## src/hdl/tts_pkg.sv

```systemverilog
// Shared types, codes and constants of the timed task ready scheduler.
package tts_pkg;

   localparam int SLOTS_DEFAULT = 10;
   localparam int OP_W          = 3;
   localparam int SLOT_W        = 4;
   localparam int DELAY_W       = 16;
   localparam int COUNT_W       = 32;
   localparam int STATUS_W      = 2;

   localparam logic [OP_W-1:0] OP_TICK     = 3'd0;
   localparam logic [OP_W-1:0] OP_START    = 3'd1;
   localparam logic [OP_W-1:0] OP_STOP     = 3'd2;
   localparam logic [OP_W-1:0] OP_DISPATCH = 3'd3;
   localparam logic [OP_W-1:0] OP_COMPLETE = 3'd4;
   localparam logic [OP_W-1:0] OP_INIT     = 3'd5;

   localparam logic [STATUS_W-1:0] ST_PENDING = 2'd0;
   localparam logic [STATUS_W-1:0] ST_READY   = 2'd1;
   localparam logic [STATUS_W-1:0] ST_RUNNING = 2'd2;

   localparam logic [COUNT_W-1:0] DEADLINE_IDLE = 32'hFFFF_FFFF;

   typedef struct packed {
      logic                enable;
      logic [STATUS_W-1:0] status;
      logic [COUNT_W-1:0]  deadline;
   } entry_type;

   localparam entry_type ENTRY_RESET = '{enable: 1'b0, status: ST_PENDING,
                                         deadline: DEADLINE_IDLE};

   typedef struct packed {
      logic               fire;
      logic [OP_W-1:0]    operation;
      logic [SLOT_W-1:0]  slot;
      logic [DELAY_W-1:0] delay;
   } item_type;

   typedef struct packed {
      logic              wr_en;
      logic [SLOT_W-1:0] wr_addr;
      entry_type         wr_data;
      logic              rd_en;
      logic [SLOT_W-1:0] rd_addr;
      logic              clear_all;
   } mem_cmd_type;

   typedef struct packed {
      logic               ready;
      logic               valid;
      logic               grant_valid;
      logic [SLOT_W-1:0]  grant_slot;
      logic [COUNT_W-1:0] system_count;
   } seq_status_type;

endpackage

```

## src/hdl/tts_if.sv

```systemverilog
// Valid/ready channel interfaces for scheduler requests and responses.
interface tts_req_if;
   logic                        valid;
   logic                        ready;
   logic [tts_pkg::OP_W-1:0]    operation;
   logic [tts_pkg::SLOT_W-1:0]  slot;
   logic [tts_pkg::DELAY_W-1:0] delay;

   modport source (output valid, operation, slot, delay, input ready);
   modport sink (input valid, operation, slot, delay, output ready);
endinterface

interface tts_rsp_if;
   logic                        valid;
   logic                        ready;
   logic                        grant_valid;
   logic [tts_pkg::SLOT_W-1:0]  grant_slot;
   logic [tts_pkg::COUNT_W-1:0] system_count;

   modport source (output valid, grant_valid, grant_slot, system_count, input ready);
   modport sink (input valid, grant_valid, grant_slot, system_count, output ready);
endinterface

```

## src/hdl/tts_slot_table.sv

```systemverilog
// Slot table memory with per-entry valid bits and a registered read port.
module tts_slot_table #(
   parameter int SLOTS = tts_pkg::SLOTS_DEFAULT
) (
   input  logic                 clock,
   input  logic                 reset,
   input  tts_pkg::mem_cmd_type cmd,
   output tts_pkg::entry_type   rd_entry
);

   localparam int AW = (SLOTS > 1) ? $clog2(SLOTS) : 1;

   tts_pkg::entry_type mem [SLOTS];
   logic [SLOTS-1:0]   valid_ff;
   logic [SLOTS-1:0]   valid_in;
   tts_pkg::entry_type rdata_ff;
   logic               rvalid_ff;

   // An entry never written since reset or init reads as the idle entry.
   always_comb begin
      valid_in = valid_ff;
      if (cmd.clear_all) begin
         valid_in = '0;
      end else if (cmd.wr_en) begin
         valid_in[cmd.wr_addr[AW-1:0]] = 1'b1;
      end
   end

   always_ff @(posedge clock) begin
      if (reset) begin
         valid_ff <= '0;
      end else begin
         valid_ff <= valid_in;
      end
   end

   always_ff @(posedge clock) begin
      if (cmd.wr_en) begin
         mem[cmd.wr_addr[AW-1:0]] <= cmd.wr_data;
      end
      if (cmd.rd_en) begin
         rdata_ff  <= mem[cmd.rd_addr[AW-1:0]];
         rvalid_ff <= valid_ff[cmd.rd_addr[AW-1:0]];
      end
   end

   assign rd_entry = rvalid_ff ? rdata_ff : tts_pkg::ENTRY_RESET;

endmodule

```

## src/hdl/tts_sequencer.sv

```systemverilog
// Operation sequencer: counters, slot scans and read-modify-write of the table.
module tts_sequencer #(
   parameter int SLOTS = tts_pkg::SLOTS_DEFAULT
) (
   input  logic                    clock,
   input  logic                    reset,
   input  tts_pkg::item_type       item,
   input  logic                    rsp_free,
   input  tts_pkg::entry_type      rd_entry,
   output tts_pkg::mem_cmd_type    cmd,
   output tts_pkg::seq_status_type status
);

   localparam int AW = (SLOTS > 1) ? $clog2(SLOTS) : 1;
   localparam logic [AW-1:0] LAST = AW'(SLOTS - 1);

   localparam logic [2:0] S_IDLE = 3'd0;
   localparam logic [2:0] S_TICK = 3'd1;
   localparam logic [2:0] S_DISP = 3'd2;
   localparam logic [2:0] S_COMP = 3'd3;
   localparam logic [2:0] S_DONE = 3'd4;

   logic [2:0]                  state_ff, state_in;
   logic [AW-1:0]               ptr_ff, ptr_in;
   logic [tts_pkg::COUNT_W-1:0] sched_ff, sched_in;
   logic [tts_pkg::COUNT_W-1:0] sys_ff, sys_in;
   logic                        gv_ff, gv_in;
   logic [tts_pkg::SLOT_W-1:0]  gs_ff, gs_in;
   logic                        in_range;
   tts_pkg::entry_type          wb_entry;

   assign in_range = {1'b0, item.slot} < (tts_pkg::SLOT_W + 1)'(SLOTS);

   always_comb begin
      state_in = state_ff;
      ptr_in   = ptr_ff;
      sched_in = sched_ff;
      sys_in   = sys_ff;
      gv_in    = gv_ff;
      gs_in    = gs_ff;
      wb_entry = rd_entry;
      cmd      = '0;
      unique case (state_ff)
         S_IDLE: begin
            if (item.fire) begin
               gv_in    = 1'b0;
               gs_in    = '0;
               state_in = S_DONE;
               unique case (item.operation)
                  tts_pkg::OP_TICK: begin
                     sched_in    = sched_ff + 32'd1;
                     sys_in      = sys_ff + 32'd1;
                     cmd.rd_en   = 1'b1;
                     cmd.rd_addr = '0;
                     ptr_in      = '0;
                     state_in    = S_TICK;
                  end
                  tts_pkg::OP_START: begin
                     if (in_range) begin
                        cmd.wr_en            = 1'b1;
                        cmd.wr_addr          = item.slot;
                        cmd.wr_data.enable   = 1'b1;
                        cmd.wr_data.status   = (item.delay == '0) ? tts_pkg::ST_READY
                                                                  : tts_pkg::ST_PENDING;
                        cmd.wr_data.deadline = sched_ff
                                             + tts_pkg::COUNT_W'(item.delay);
                     end
                  end
                  tts_pkg::OP_STOP: begin
                     if (in_range) begin
                        cmd.wr_en   = 1'b1;
                        cmd.wr_addr = item.slot;
                        cmd.wr_data = tts_pkg::ENTRY_RESET;
                     end
                  end
                  tts_pkg::OP_DISPATCH: begin
                     cmd.rd_en   = 1'b1;
                     cmd.rd_addr = '0;
                     ptr_in      = '0;
                     state_in    = S_DISP;
                  end
                  tts_pkg::OP_COMPLETE: begin
                     if (in_range) begin
                        cmd.rd_en   = 1'b1;
                        cmd.rd_addr = item.slot;
                        ptr_in      = item.slot[AW-1:0];
                        state_in    = S_COMP;
                     end
                  end
                  tts_pkg::OP_INIT: begin
                     cmd.clear_all = 1'b1;
                     sched_in      = '0;
                  end
                  default: begin
                  end
               endcase
            end
         end
         S_TICK: begin
            // Entry at ptr_ff arrives now; the next entry is fetched in parallel.
            if (rd_entry.enable && (rd_entry.deadline <= sched_ff)) begin
               wb_entry.status = tts_pkg::ST_READY;
               cmd.wr_en       = 1'b1;
               cmd.wr_addr     = tts_pkg::SLOT_W'(ptr_ff);
               cmd.wr_data     = wb_entry;
            end
            if (ptr_ff == LAST) begin
               state_in = S_DONE;
            end else begin
               ptr_in      = ptr_ff + AW'(1);
               cmd.rd_en   = 1'b1;
               cmd.rd_addr = tts_pkg::SLOT_W'(ptr_in);
            end
         end
         S_DISP: begin
            if (rd_entry.enable && (rd_entry.status == tts_pkg::ST_READY)) begin
               wb_entry.status = tts_pkg::ST_RUNNING;
               cmd.wr_en       = 1'b1;
               cmd.wr_addr     = tts_pkg::SLOT_W'(ptr_ff);
               cmd.wr_data     = wb_entry;
               gv_in           = 1'b1;
               gs_in           = tts_pkg::SLOT_W'(ptr_ff);
               state_in        = S_DONE;
            end else if (ptr_ff == LAST) begin
               state_in = S_DONE;
            end else begin
               ptr_in      = ptr_ff + AW'(1);
               cmd.rd_en   = 1'b1;
               cmd.rd_addr = tts_pkg::SLOT_W'(ptr_in);
            end
         end
         S_COMP: begin
            if (rd_entry.status == tts_pkg::ST_RUNNING) begin
               wb_entry.enable = 1'b0;
               cmd.wr_en       = 1'b1;
               cmd.wr_addr     = tts_pkg::SLOT_W'(ptr_ff);
               cmd.wr_data     = wb_entry;
            end
            state_in = S_DONE;
         end
         S_DONE: begin
            if (rsp_free) begin
               state_in = S_IDLE;
            end
         end
         default: begin
            state_in = S_IDLE;
         end
      endcase
   end

   always_ff @(posedge clock) begin
      if (reset) begin
         state_ff <= S_IDLE;
         sched_ff <= '0;
         sys_ff   <= '0;
      end else begin
         state_ff <= state_in;
         sched_ff <= sched_in;
         sys_ff   <= sys_in;
      end
   end

   always_ff @(posedge clock) begin
      ptr_ff <= ptr_in;
      gv_ff  <= gv_in;
      gs_ff  <= gs_in;
   end

   assign status.ready        = (state_ff == S_IDLE);
   assign status.valid        = (state_ff == S_DONE);
   assign status.grant_valid  = gv_ff;
   assign status.grant_slot   = gs_ff;
   assign status.system_count = sys_ff;

endmodule

```

## src/hdl/timed_task_ready_scheduler_core.sv

```systemverilog
// Top level of the timed task ready scheduler: channels, response register, checks.
//
// The scheduler keeps SLOTS task slots (enable, status, 32-bit deadline) in a
// single-port-read synchronous slot table and executes one request transaction
// at a time: tick, start, stop, dispatch, complete or init. Every request
// produces exactly one response transaction carrying the grant (valid and slot,
// both zero unless a dispatch found an enabled ready slot) and the system count
// after the operation. Tick and dispatch walk the slot table one entry per
// cycle through its read port, writing back updated entries behind the read
// stream; a dispatch that hits early finishes sooner. A complete to a slot
// inside the table reads its entry and, if it is running, writes it back
// disabled, while start, stop, init, undefined codes and a complete to a
// slot outside the table go straight to the response. Init clears all slots
// through the table's valid bits and resets the scheduler count but not the
// system count. A response waits in an output register, so a new request is
// taken while the previous response is still being held; the block stalls
// only when a second response is ready before the first has been taken.
module timed_task_ready_scheduler_core #(
   parameter int SLOTS = tts_pkg::SLOTS_DEFAULT
) (
   input  logic      clock,
   input  logic      reset,
   tts_req_if.sink   req_chan,
   tts_rsp_if.source rsp_chan
);

   tts_pkg::item_type       item;
   tts_pkg::mem_cmd_type    cmd;
   tts_pkg::entry_type      rd_entry;
   tts_pkg::seq_status_type seq_status;

   logic                        rsp_valid_ff, rsp_valid_in;
   logic                        rsp_gv_ff;
   logic [tts_pkg::SLOT_W-1:0]  rsp_gs_ff;
   logic [tts_pkg::COUNT_W-1:0] rsp_count_ff;
   logic                        rsp_free;
   logic                        rsp_load;

   // Request side: ready whenever the sequencer has no operation in flight.
   assign req_chan.ready = seq_status.ready;
   assign item.fire      = req_chan.valid && seq_status.ready;
   assign item.operation = req_chan.operation;
   assign item.slot      = req_chan.slot;
   assign item.delay     = req_chan.delay;

   // The output register is free when empty or when its transaction leaves now.
   assign rsp_free     = !rsp_valid_ff || rsp_chan.ready;
   assign rsp_load     = seq_status.valid && rsp_free;
   assign rsp_valid_in = rsp_load || (rsp_valid_ff && !rsp_chan.ready);

   tts_sequencer #(
      .SLOTS(SLOTS)
   ) u_sequencer (
      .clock    (clock),
      .reset    (reset),
      .item     (item),
      .rsp_free (rsp_free),
      .rd_entry (rd_entry),
      .cmd      (cmd),
      .status   (seq_status)
   );

   tts_slot_table #(
      .SLOTS(SLOTS)
   ) u_slot_table (
      .clock    (clock),
      .reset    (reset),
      .cmd      (cmd),
      .rd_entry (rd_entry)
   );

   always_ff @(posedge clock) begin
      if (reset) begin
         rsp_valid_ff <= 1'b0;
      end else begin
         rsp_valid_ff <= rsp_valid_in;
      end
   end

   always_ff @(posedge clock) begin
      if (rsp_load) begin
         rsp_gv_ff    <= seq_status.grant_valid;
         rsp_gs_ff    <= seq_status.grant_slot;
         rsp_count_ff <= seq_status.system_count;
      end
   end

   assign rsp_chan.valid        = rsp_valid_ff;
   assign rsp_chan.grant_valid  = rsp_gv_ff;
   assign rsp_chan.grant_slot   = rsp_gs_ff;
   assign rsp_chan.system_count = rsp_count_ff;

`ifndef SYNTHESIS
   // A granted slot always lies inside the table.
   a_grant_in_range: assert property (@(posedge clock) disable iff (reset)
      rsp_valid_ff && rsp_gv_ff |-> ({1'b0, rsp_gs_ff} < (tts_pkg::SLOT_W + 1)'(SLOTS)))
      else $error("granted slot outside the slot table");

   // The write-back never targets the entry being read in the same cycle.
   a_no_rw_collision: assert property (@(posedge clock) disable iff (reset)
      cmd.wr_en && cmd.rd_en |-> cmd.wr_addr != cmd.rd_addr)
      else $error("slot table read and write collide on one entry");

   // Only one operation is in flight: a taken request closes the request side.
   a_one_in_flight: assert property (@(posedge clock) disable iff (reset)
      item.fire |=> !req_chan.ready)
      else $error("request accepted while an operation is in flight");

   // A response is loaded only into a free output register.
   a_no_overwrite: assert property (@(posedge clock) disable iff (reset)
      rsp_load |-> !rsp_valid_ff || rsp_chan.ready)
      else $error("pending response overwritten");
`endif

endmodule
```

## src/flat_wrapper.sv

```systemverilog
// flat-port wrapper written by rule: the top's interface ports become plain ports
module timed_task_ready_scheduler_core_flat 
#(
   parameter int SLOTS = tts_pkg::SLOTS_DEFAULT
)
  (clock, reset, req_chan_valid, req_chan_operation, req_chan_slot, req_chan_delay, req_chan_ready, rsp_chan_valid, rsp_chan_grant_valid, rsp_chan_grant_slot, rsp_chan_system_count, rsp_chan_ready);
  tts_req_if req_chan_i ();
  tts_rsp_if rsp_chan_i ();
  input  logic clock;
  input  logic reset;
  input wire logic [$bits(req_chan_i.valid)-1:0] req_chan_valid;
  input wire logic [$bits(req_chan_i.operation)-1:0] req_chan_operation;
  input wire logic [$bits(req_chan_i.slot)-1:0] req_chan_slot;
  input wire logic [$bits(req_chan_i.delay)-1:0] req_chan_delay;
  output wire logic [$bits(req_chan_i.ready)-1:0] req_chan_ready;
  output wire logic [$bits(rsp_chan_i.valid)-1:0] rsp_chan_valid;
  output wire logic [$bits(rsp_chan_i.grant_valid)-1:0] rsp_chan_grant_valid;
  output wire logic [$bits(rsp_chan_i.grant_slot)-1:0] rsp_chan_grant_slot;
  output wire logic [$bits(rsp_chan_i.system_count)-1:0] rsp_chan_system_count;
  input wire logic [$bits(rsp_chan_i.ready)-1:0] rsp_chan_ready;
  assign req_chan_i.valid = req_chan_valid;
  assign req_chan_i.operation = req_chan_operation;
  assign req_chan_i.slot = req_chan_slot;
  assign req_chan_i.delay = req_chan_delay;
  assign req_chan_ready = req_chan_i.ready;
  assign rsp_chan_valid = rsp_chan_i.valid;
  assign rsp_chan_grant_valid = rsp_chan_i.grant_valid;
  assign rsp_chan_grant_slot = rsp_chan_i.grant_slot;
  assign rsp_chan_system_count = rsp_chan_i.system_count;
  assign rsp_chan_i.ready = rsp_chan_ready;
  timed_task_ready_scheduler_core #(.SLOTS(SLOTS)) u_core (.clock(clock), .reset(reset), .req_chan(req_chan_i), .rsp_chan(rsp_chan_i));
endmodule
```

## config.mk

```make
export PLATFORM = sky130hd
export DESIGN_NAME = timed_task_ready_scheduler_core_flat
export DESIGN_NICKNAME = d
export VERILOG_FILES = /design/src/hdl/tts_pkg.sv /design/src/hdl/tts_if.sv /design/src/hdl/tts_slot_table.sv /design/src/hdl/tts_sequencer.sv /design/src/hdl/timed_task_ready_scheduler_core.sv /design/src/flat_wrapper.sv
export SDC_FILE = /design/constraint.sdc
export NUM_CORES = 1
export LEC_CHECK = 0
export BUFFER_PORTS_ARGS = -buffer_cell sky130_fd_sc_hd__clkbuf_2
export CORE_UTILIZATION = 67
export DETAILED_ROUTE_END_ITERATION = 8
export PLACE_DENSITY_LB_ADDON = 0.08
export SLEW_MARGIN = 20
export SYNTH_ARGS = -nofsm -noshare
export SYNTH_HDL_FRONTEND = slang
export SYNTH_HIERARCHICAL = 1
export SYNTH_SLANG_ARGS = --single-unit
```

## constraint.sdc

```tcl
create_clock -name clock -period 14.1 [get_ports clock]
set_input_delay 2.82 -clock clock [delete_from_list [all_inputs] [get_ports clock]]
set_output_delay 2.82 -clock clock [all_outputs]
set_load 0.005 [all_outputs]
```

* Yosys cells after proc, flatten, opt, wreduce, memory -nomap -nowiden
Memory sizes are Yosys's and may differ from the RTL's. A register that Yosys moved wholly into a read port is not among the register bits. Cells that the tools add are included.
Word-level totals: register bits 125, memory bits (writable) 350, bits of input ports 27, output and inout bits 39, word-level logic and storage cells 107, memories kept 1
Memory list:
- u_core.u_slot_table.mem | words 10, bits a word 35, read ports 1, clocked after memory_dff 1, write ports 1, RTL line tts_slot_table.sv:13 | tts_pkg::entry_type mem [SLOTS];
Operators by class: add/subtract/negate cells 4, magnitude comparators 5, eq/ne operators 18, multiplexer cells 43, bitwise gates (word level) 1, reductions and logical operators 23
Operator list (count):
- 2-to-1 mux 40 bit | 5
- case mux 40 bit (4 select lines) | 1
- case mux 40 bit (2 select lines) | 1
- adder 32 x 1 -> 32 bit (second input constant) | 2
- case mux 32 bit (2 select lines) | 1
- 2-to-1 mux 46 bit | 1
- 2-to-1 mux 35 bit | 1
- adder 32 x 16 -> 32 bit | 1
- less-or-equal comparator 32 bit | 1
- 2-to-1 mux 4 bit | 6
- logical NOT 16 bit | 1
- case mux 4 bit (2 select lines) | 2
- 2-to-1 mux 3 bit | 5
- 2-to-1 mux 5 bit | 3
- case mux 3 bit (5 select lines) | 1
- case mux 5 bit (3 select lines) | 1
- == test 3 x 2 -> 1 bit (second input constant) | 4
- case mux 4 bit (3 select lines) | 1
- < comparator 4 x 5 -> 1 bit (second input constant) | 2
- OR 10 bit | 1
- case mux 5 bit (2 select lines) | 1
- == test 3 bit (second input constant) | 3
- 2-to-1 mux 1 bit | 9
- case mux 3 bit (3 select lines) | 1
- other kinds (24) | 39

* Logic depth before layout (Yosys ltp)
word-level depth 11, depth in mapped cells 14, depth with buffers taken out 13

* By module
The synthesis kept the hierarchy.
Modules (own cells, without submodules):
- tts_slot_table | times used 1, cells each 831, area an instance 15437.3 um^2, sequential area each 11791.3 um^2
- tts_sequencer | times used 1, cells each 791, area an instance 6064.6 um^2, sequential area each 1611.5 um^2
- timed_task_ready_scheduler_core | times used 1, cells each 43, area an instance 1172.4 um^2, sequential area each 1131.1 um^2

* Least setup slack after synthesis
OpenSTA, ideal clock, no wires.
path type input to register, start point input req_chan_valid, end point memory u_core/u_slot_table/mem[1][0] (netlist bit) (enable), library setup time 0.518 ns, arrival 8.024 ns, required time 13.582 ns, slack 5.558 ns, stages 10, buffers on the path 3, cells stage by stage and2_1 or4b_1 buf_2 or3_1 clkbuf_1 nor2_1 buf_2 a22o_1 nand2_1 nor4_1
RTL lines:
- start: declaration | RTL line flat_wrapper.sv:11 | input wire logic [$bits(req_chan_i.valid)-1:0] req_chan_valid;
- end: declaration | RTL line tts_slot_table.sv:13

==> summary.md <==
| Metric | Value |
|---|---|
| Yosys warns | `6` |
| Fill count | `2111` |
| Measured slew at the worst slew-check pin | `1.20 ns` |
| CTS tree | `yes` |
| Residual DRC | `0` |
| Main synth FF type | `edfxtp_1` |
| Die X | `186 microns` |
| Initial core utilization | `67.8%` |
| First DRT Iteration DRCs | `1454` |
| Crit end category | `register` |
| Crit share post-route | `44.0%` |
| Total setup buffers inserted after CTS | `0` |
| WL met3 | `4070 microns` |
| Routed len/inst | `23.9 microns` |
| Hold WS | `0.414 ns` |
| Post-route insts no fill | `2230` |
| Grt total ovfl | `0` |
| Number of CTS-inserted buffers | `50` |
| Final Hold Viols | `0` |
| Vias per cell | `6.42` |
| Async set-reset flop share out of synthesis | `0%` |
| H-Tree Depth | `2` |
| Rows | `67` |
| Die Y | `186 microns` |
| HPWL after DPL | `32700 microns` |
| TritonRoute pass-1 iters | `5` |
| P&R area growth vs syn | `10.9%` |
| Post-Place Cell Area | `0.0236 sq mm` |
| Placeable Area | `0.0334 sq mm` |
| Startpoint Class | `input pin` |
| Synth top area cells | `edfxtp_1 (57%), dfxtp_1 (6.9%), mux2_2 (5.3%), mux2i_1 (3.3%), ha_1 (2.9%)` |
| Port Buffers | `65` |
| NumNets Final | `1821` |
| Final Max Tran Viols | `0` |
| Synthesized instance count | `1665` |
| Post-synth EDFFs | `432` |
| # resized after CTS | `0` |
| Crit path required time | `14.34 ns` |
| Root buffer cell | `clkbuf_16` |
| Total wire length | `53300 microns` |
| Clk_lat worst skew | `0.61 ns` |
| Tmin final | `6.21 ns` |
| Maximum VDD drop | `0.120 mV` |
| FF+latch count, synth | `510` |
| Status | `finished clean` |
| Cell accounting for the most synthesized area | `edfxtp_1` |
| Final Power | `3180 uW` |
| Hold Crit Class | `reg2reg` |
| Mean Syn Cell Area | `13.6 sq um` |
| Clock slew at reported path FFs | `0.06 ns` |
| Top-area cell type share of the netlist area | `57.2%` |
| Share of cells above drive strength 1 | `18.6%` |
| DR top layer | `met4` |
| Pwr/cell area | `126 mW/mm^2` |
| Mapped cell area | `0.0227 sq mm` |
| Register area share after synthesis | `64.1%` |
| Die Area | `0.0346 sq mm` |
| Pin count of the biggest net entering global routing | `182` |
| Max-Cap Viols | `0` |
| RSZ-0062 raised after global routing | `no` |
| Max Clk Rate | `0.161 GHz` |
| Antenna Nets Post-Route | `0` |
| I/O Pins | `66` |
| Clock buffer depth | `3` |
| Crit-path max FO | `22` |
| Worst Path Arrival | `6.44 ns` |
| Worst Path Class, Setup | `in2reg` |
| Commonest cells in the netlist | `edfxtp_1 (432), nand2_1 (117), mux2_2 (106), nor2_1 (103), dfxtp_1 (78)` |
| Global-route wire length before repair | `80400 microns` |
| Vias | `14300` |
| WL met2 | `24900 microns` |
| Final setup viols | `0` |
| Placed insts | `2137` |
| Vias in the first global route | `14000` |
| Initial antenna violation count | `0` |
| Inserted Diodes | `0` |
| Sink Count | `510` |
| Max Clock Skew | `0.0245 ns` |
| Count leader, synth | `edfxtp_1` |
| Synth Net Count | `1745` |
| Routed met1 length | `22700 microns` |
| Cts hold-fix bufs | `0` |
| Slew margin rel. | `19.9%` |
| Total GRT Usage | `31.6%` |
| GP Congestion | `0.909` |
| Netlist cell types | `73` |
| Final Cell Area | `0.0251 sq mm` |
| Sum Neg Setup Slack | `0 ns` |
| Static Leak | `0.00826 uW` |
==> cell usage in the layout, fill, tap and decap left out, types with 28 or more instances in the layout <==
cell type and instances:
xnor2_1 54, nor2_1 94, inv_1 44, mux2_2 106, ha_1 52, o22ai_1 36, mux2i_1 75, edfxtp_1 432
clkbuf_16 50, a21oi_1 60, nand2b_1 40, nand2_1 117, nor3_1 28, buf_4 28, clkbuf_2 65, a22o_1 39
dfxtp_1 78, nand3_1 33, o21ai_0 36
==> where the power goes <==
group          internal, uW  total, uW  switching (uW)  leakage [uW]
Clock                   720       1280             564      0.000771
Combinational          82.6        219             136       0.00287
Sequential             1660       1670            14.4       0.00463
Total                  2460       3180             715       0.00826
==> area by class of cell <==
class / count / area [sq um] / area share [%]
clock buffers: 63 / 1310 / 5.21
multi-input cells: 1040 / 7750 / 30.8
well taps: 448 / 561 / 2.23
inverters: 45 / 169 / 0.672
repair buffers: 94 / 556 / 2.21
flip-flops and latches: 510 / 14500 / 57.8
clock inverters: 30 / 268 / 1.06
==> state kept, by name (all words and copies together), names as in the netlist <==
signal / flops
u_core/rsp_chan.system_count: 32
u_core/u_sequencer/state_ff: 3
u_core/u_sequencer/sys_ff: 32
u_core/rsp_chan.valid: 1
u_core/u_slot_table/valid_ff: 10
u_core/u_slot_table/mem: 350
u_core/u_slot_table/rdata_ff: 35
u_core/u_sequencer/gv_ff: 1
u_core/u_slot_table/rvalid_ff: 1
u_core/rsp_chan.grant_slot: 4
u_core/u_sequencer/gs_ff: 4
u_core/u_sequencer/sched_ff: 32
u_core/rsp_chan.grant_valid: 1
u_core/u_sequencer/ptr_ff: 4
==> layer usage <==
layer	vias to the layer above	global-route usage, %
met5	-	0
met4	0	11.8
met3	117	4.91
met2	607	49.8
met1	7111	44.6
li1	6492	-
==> cells by family (layout without fill, tap and decap cells) <==
kind of cell | Yosys count | in the layout | synth area share (%)
compound gates | 290 | 290 | 9.06
xor+xnor | 76 | 76 | 2.94
fa+ha+maj | 53 | 53 | 2.96
buf+inv | 115 | 232 | 2.39
flops | 510 | 510 | 64.1
mux | 182 | 182 | 8.67
simple gates | 439 | 439 | 9.89
==> stage by stage <==
step                setup slack [ns]  utilization, %
floorplan                       5.56               -
CTS                             8.01            75.1
global placement                7.50            70.4
finish                          7.89            75.2
detailed placement              7.38            70.4
global route                    7.86            75.2
==> critical path, cell delays in order <==
cell and delay (ns):
clkbuf_2 0.07, and2_1 0.14, or4b_1 0.67, nor3_1 0.72
nand2_1 0.36, nand2b_1 0.18, nand2b_1 0.27, nor2_4 0.66
buf_4 0.52
==> path summary, 6_finish.rpt <==
kind | endpoint | slack (ns) | cells after the start | from
min reg2reg | u_core/rsp_chan.grant_slot[0] | 0.41 | 0 | u_core/u_sequencer/gs_ff[0]
max reg2reg | u_core/u_slot_table/mem[6][15] | 8.74 | 12 | u_core/u_slot_table/rvalid_ff
min | u_core/rsp_chan.grant_slot[0] | 0.41 | 0 | u_core/u_sequencer/gs_ff[0]
max | u_core/u_slot_table/mem[6][15] | 7.89 | 9 | req_chan_valid
No activity file was read; power rests on OpenSTA's default activity.
